===== src/design/ttbi_pkg.sv =====
// Package for the tiled texture block interpolator.
// Holds block geometry, tiling masks, descriptor types and packing functions.
// No dependencies.
`default_nettype none

package ttbi_pkg;

  localparam int unsigned BLOCK_SIDE = 8;
  localparam int unsigned POS_W      = $clog2(BLOCK_SIDE);
  localparam int unsigned WORD_W     = 32;
  localparam int unsigned ADDR_W     = 16;
  localparam int unsigned SHADE_W    = 6;
  localparam int unsigned QUEUE_DEPTH = 2;
  localparam int unsigned QPTR_W     = $clog2(QUEUE_DEPTH);

  localparam logic [POS_W-1:0] LAST_POS = POS_W'(BLOCK_SIDE - 1);

  // Tiled-form masks: u and v bits sit apart so one add forms the address
  localparam logic [WORD_W-1:0] TILE_U_HIGH_MASK = 32'hf800_0000;
  localparam logic [WORD_W-1:0] TILE_FRAC_MASK   = 32'h0000_7fff;
  localparam logic [WORD_W-1:0] TILE_U_LOW_MASK  = 32'h0007_0000;
  localparam logic [WORD_W-1:0] TILE_V_MASK      = 32'h07f8_0000;
  localparam logic [WORD_W-1:0] FILL_U           = 32'h07f8_8000;
  localparam logic [WORD_W-1:0] FILL_V           = 32'hf807_8000;
  localparam logic [WORD_W-1:0] KEEP_U           = 32'hf807_7fff;
  localparam logic [WORD_W-1:0] KEEP_V           = 32'h07f8_7fff;

  typedef logic [WORD_W-1:0] word_t;

  // Values along the left and right edges of one row
  typedef struct packed {
    word_t u_l;
    word_t u_r;
    word_t v_l;
    word_t v_r;
    word_t l_l;
    word_t l_r;
  } edge_t;

  // One block as queued between front and back
  typedef struct packed {
    edge_t base;
    edge_t delta;
  } blk_desc_t;

  // Queue handshake between the front and the back
  typedef struct packed {
    logic push;
    logic pop;
  } q_ctl_t;

  function automatic word_t sra3(input word_t x);
    sra3 = word_t'($signed(x) >>> 3);
  endfunction

  // Masks are disjoint, so the sums of the packing reduce to ORs
  function automatic word_t pack_u(input word_t x);
    pack_u = ((x << 8) & TILE_U_HIGH_MASK) | ((x >> 1) & TILE_FRAC_MASK)
           | (x & TILE_U_LOW_MASK);
  endfunction

  function automatic word_t pack_v(input word_t x);
    pack_v = ((x << 3) & TILE_V_MASK) | ((x >> 1) & TILE_FRAC_MASK);
  endfunction

  function automatic edge_t edge_add(input edge_t a, input edge_t b);
    edge_add.u_l = a.u_l + b.u_l;
    edge_add.u_r = a.u_r + b.u_r;
    edge_add.v_l = a.v_l + b.v_l;
    edge_add.v_r = a.v_r + b.v_r;
    edge_add.l_l = a.l_l + b.l_l;
    edge_add.l_r = a.l_r + b.l_r;
  endfunction

endpackage

`default_nettype wire


===== src/design/ttbi_queue.sv =====
// Two-entry block queue between front and back ends.
// Depends on ttbi_pkg.
`default_nettype none

module ttbi_queue
  import ttbi_pkg::*;
(
  input  logic      clk,
  input  logic      rst_n,
  input  q_ctl_t    ctl,
  input  blk_desc_t wr_desc,
  output blk_desc_t rd_desc,
  output logic      full,
  output logic      empty
);

  blk_desc_t               mem_r [QUEUE_DEPTH];
  logic [QPTR_W-1:0]       wr_ptr_r;
  logic [QPTR_W-1:0]       rd_ptr_r;
  logic [QPTR_W:0]         count_r;
  logic [QPTR_W:0]         count_nxt;

  assign full    = (count_r == (QPTR_W+1)'(QUEUE_DEPTH));
  assign empty   = (count_r == '0);
  assign rd_desc = mem_r[rd_ptr_r];

  // Store a block on push
  always_ff @(posedge clk) begin
    if (ctl.push) begin
      mem_r[wr_ptr_r] <= wr_desc;
    end
  end

  always_comb begin
    count_nxt = count_r;
    if (ctl.push && !ctl.pop) begin
      count_nxt = count_r + 1'b1;
    end else if (!ctl.push && ctl.pop) begin
      count_nxt = count_r - 1'b1;
    end
  end

  // Advance pointers and fill count
  always_ff @(posedge clk) begin
    if (!rst_n) begin
      wr_ptr_r <= '0;
      rd_ptr_r <= '0;
      count_r  <= '0;
    end else begin
      if (ctl.push) begin
        wr_ptr_r <= wr_ptr_r + 1'b1;
      end
      if (ctl.pop) begin
        rd_ptr_r <= rd_ptr_r + 1'b1;
      end
      count_r <= count_nxt;
    end
  end

endmodule

`default_nettype wire


===== config.mk =====
export PLATFORM = sky130hd
export DESIGN_NAME = ttbi_queue
export DESIGN_NICKNAME = d
export VERILOG_FILES = /design/src/design/ttbi_pkg.sv /design/src/design/ttbi_queue.sv
export SDC_FILE = /design/constraint.sdc
export NUM_CORES = 1
export LEC_CHECK = 0
export BUFFER_PORTS_ARGS = -buffer_cell sky130_fd_sc_hd__buf_4
export CAP_MARGIN = 10
export CORE_AREA = 2 2 300 302
export DETAILED_ROUTE_END_ITERATION = 8
export DIE_AREA = 0 0 302 304
export MAX_ROUTING_LAYER = met4
export PLACE_DENSITY = 0.67
export SYNTH_ARGS = -nofsm -noshare
export SYNTH_HDL_FRONTEND = slang
export SYNTH_SLANG_ARGS = --single-unit

===== constraint.sdc =====
create_clock -name clk -period 20.9 [get_ports clk]
set_input_delay 1.045 -clock clk [delete_from_list [all_inputs] [get_ports clk]]
set_output_delay 1.045 -clock clk [all_outputs]
set_load 0.1 [all_outputs]

==> metrics list <==
- The run finished with clean final reports.
- Initial antenna violation count: 8
- Post-Route Skew: roughly 0.029 ns
- Summed over all layers, the routed wires come to about 69000 um.
- Placement Setup Slack: 15.66 ns
* Arrival time at the worst endpoint: about 4.9 ns
* Synthesized area per cell: 24.2 um2
- Sequential cells were found to cover roughly four fifths of the synthesized design area.
- Measured along the x axis, the die boundary spans 302 um.
- On the worst path, the slowest cell contributes a delay of 0.85 ns.
* Layout Area Growth over Synthesis: 32.4%
- Syn Inst Count: about 1200
- Cell at the slowest stage of the critical path: sky130_fd_sc_hd__buf_4
* Final hold violation count: 0
* Worst vdd ir: 0.0853 mV
- Placeable Area: 89000 um2
- Number of global-route vias before repair: ~16000
* Final worst-path setup slack: around 15 ns
- Master cell of the clock root buffer: sky130_fd_sc_hd__clkbuf_16
* DIE AREA: 91800 um2
* Total standard cell area after synthesis: between 20000 and 30000 um2
- Ordered cell list for the critical path: buf_4 > buf_4 > buf_12 > mux2_2 > buf_4
* CP Launch Type: register
* Accumulated negative setup slack: 0 ns
- In this run the post-CTS setup repair buffer count came out at 0.
- In the post-synthesis netlist, the cell with the most instances is sky130_fd_sc_hd__edfxtp_1.
- The cell that appears most often on the critical path is sky130_fd_sc_hd__buf_4.
- Commonest register cell after synthesis: sky130_fd_sc_hd__edfxtp_1
* Number of enable-type register cells in the synthesized netlist: between 700 and 800
- The finished cells cover 39000 um2.
- The count of cells in the finished layout, fillers not included, comes to approximately 3300.
* Clock Latency Late Sink: 0.65 ns
- Along the worst hold path, the cell count comes to 2.
- On the final layout, the worst hold slack is 0.530 ns.
- Sinks on Clock Net: 773
- Buffers inserted during clock tree synthesis total 82.
- H-tree levels: 3
- Maximum Capacitance Violations: 0
* Vias per cell: roughly 4.4
* Net count after synthesis: 1606
- Hold buffers post-CTS: 0
- Along the worst path, the maximum fanout reaches about 120.
- Of the available clock period, the critical path in the final layout requires 28.4%.
- The critical path in this run is classified as register to primary output.
- Number of warnings reported in the yosys synthesis log: 0
* Detailed Route Iter0 Violations: between 700 and 800
- Counting cells, the worst reg-to-reg path comes to 4.
- In this run the core area contains 110 standard-cell rows.
* Initial Utilization: between 30 and 40%
- Count of cell types in the netlist: 19
- Wire length of the first global-routing pass: between 90000 and 100000 um
* Routability cong.: a little over 0.8
- Count of placed standard cells including taps: 3139
- Across every metal layer, demand over resource in global routing totals 14.9%.
- Max-Slew Margin vs Limit: between 20% and 30%
- For this design the top-level I/O count stands at ~770.
- In the synthesized netlist the async set-or-reset flop fraction comes to 0%.
- In this run the static leakage power is 15.2 nW.
* Total via count in the routed design: 14530
- Yosys attributes the largest share of cell area to sky130_fd_sc_hd__edfxtp_1, sky130_fd_sc_hd__mux2_4, sky130_fd_sc_hd__buf_6.
* Synth top area share: approximately four fifths
* Maximum operating frequency: ~170 MHz
* Share of final-layout standard cells stronger than drive strength 1: around three fifths
- The longest clock path from root to sink contains 3 buffers.
- The max-slew violation total from the final report was 0.
- In this run the remaining antenna-violating nets after routing total 0.
* Total of buffers placed on input and output ports: between 700 and 800
- Setup repair after global routing left no endpoint under its margin.
- After clock tree synthesis, the clock-pin slew on the worst setup and hold paths is approximately 0.06 ns.
- Most numerous cell types in the synthesized netlist: sky130_fd_sc_hd__edfxtp_1, sky130_fd_sc_hd__mux2_4, sky130_fd_sc_hd__buf_6
* Clock tree from TritonCTS: done
* Crit path time final: about 6 ns
- The path class of the tightest hold or removal check is register to register.
* First-pass iteration count of the detailed router: 4
- At the pin with the least slew margin, the transition time is 1.10 ns.
- Filler Cell Count: roughly 7600
- Power Dens Cells: ~110 nW/um2
- Remaining global-route overflow: 0
* Required time of the critical path: approximately 20 ns
- Setup Viol. Count Final: 0
- WP depth: 5
- Y dimension of the die: a little over 300 um
- After detailed routing, the number of remaining DRC violations is 0.
- Largest area contributor in the synthesized netlist: sky130_fd_sc_hd__edfxtp_1
- Net total in the final layout: between 2000 and 2500
- In the final routed layout, each cell accounts on average for about 21 um.
* Flip-flop and latch count after synthesis: 773
- Buf+Inv Stages, Crit Path: 4
* Total half-perimeter wirelength after legalization and detailed placement: 47900 um
- Entering global routing, the biggest net connects 130 pins.
- The worst setup path is captured at a primary output.
- Post-CTS Resized: 0
* Placed cell area: approximately 36000 um2
- Category of cells accounting for the largest share of critical-path delay: buffers and inverters
-- layer usage --
layer | global-route usage (%) | part of all wire, % | vias up
met4 | 4.69 | 2.4 | 0
li1 | - | - | 6543
met1 | 15.2 | 35 | 7233
met5 | - | 0 | -
met3 | 6.94 | 12 | 113
met2 | 25.3 | 51 | 641
-- path summary, 6_finish.rpt --
path / from / end / slack [ns]
worst min register to register: count_r[1] / count_r[1] / 0.53
worst min-delay path: count_r[1] / count_r[1] / 0.53
worst max-delay path: register / rd_desc[368] / 14.97
worst max register to register: wr_ptr_r / mem_r[0][369] / 17.49
-- cell families (layout without fill, tap and decap cells) --
logic type | count (synthesis) | in the layout | share of synthesized area (%)
adders and majority gates | 1 | 1 | 0.0424
DFF | 773 | 773 | 78.6
xor gates and xnor gates | 3 | 3 | 0.0891
buffers and inverters | 44 | 936 | 1.81
other | 0 | 6 | 0
AOI/OAI and AO/OA | 3 | 3 | 0.0679
and+or+nand+nor | 9 | 9 | 0.182
muxes | 384 | 384 | 19.2
-- metrics by stage --
step	total power, W	util (%)
floorplan	0.00268	-
global placement	0.00285	40.9
detailed placement	0.00286	40.9
CTS	0.00429	43.8
global route	0.00438	43.8
finish	0.00424	43.8
-- final cells by class --
| type | instances | area (um2) | area share, % |
|---|---|---|---|
| flip-flops and latches | 773 | 23200 | 59.3 |
| diodes | 6 | 15.0 | 0.0385 |
| multi-input cells | 400 | 5800 | 14.9 |
| well taps | 1176 | 1470 | 3.77 |
| clock inverters | 51 | 518 | 1.33 |
| clock buffers | 95 | 2120 | 5.44 |
| inverters | 1 | 3.75 | 0.00961 |
| repair buffers | 789 | 5950 | 15.2 |
-- report_power, final --
part           switching [W]  total (W)  internal (W)
registers          0.0000243    0.00182       0.00180
clock network       0.000597    0.00142      0.000822
logic               0.000731   0.000998      0.000267
total                0.00135    0.00424       0.00289
-- flip-flops by register name (all words and copies together), names as in the netlist, named ones only --
name,count
rd_ptr_r,1
count_r,2
mem_r,768
wr_ptr_r,1
-- worst min-delay path: cells and delay by family, from the launching register on --
| family | cells | cell delay, ns |
|---|---|---|
| flip-flops | 1 | 0.33 |
| AO/OA/AOI/OAI | 2 | 0.15 |
-- layout by cell type (no fill, tap or decap), types with 3 or more instances in the layout --
| cell type | n |
|---|---|
| sky130_fd_sc_hd__clkinv_2 | 14 |
| sky130_fd_sc_hd__inv_6 | 4 |
| sky130_fd_sc_hd__edfxtp_1 | 768 |
| sky130_fd_sc_hd__and2_1 | 3 |
| sky130_fd_sc_hd__clkinv_1 | 16 |
| sky130_fd_sc_hd__clkbuf_16 | 83 |
| sky130_fd_sc_hd__mux2_4 | 360 |
| sky130_fd_sc_hd__inv_16 | 4 |
| sky130_fd_sc_hd__bufinv_16 | 7 |
| sky130_fd_sc_hd__clkinvlp_4 | 4 |
| sky130_fd_sc_hd__mux2_2 | 24 |
| sky130_fd_sc_hd__dfxtp_1 | 4 |
| sky130_fd_sc_hd__buf_4 | 787 |
| sky130_fd_sc_hd__clkbuf_1 | 12 |
| sky130_fd_sc_hd__diode_2 | 6 |
(Power assumes the default switching activity.)
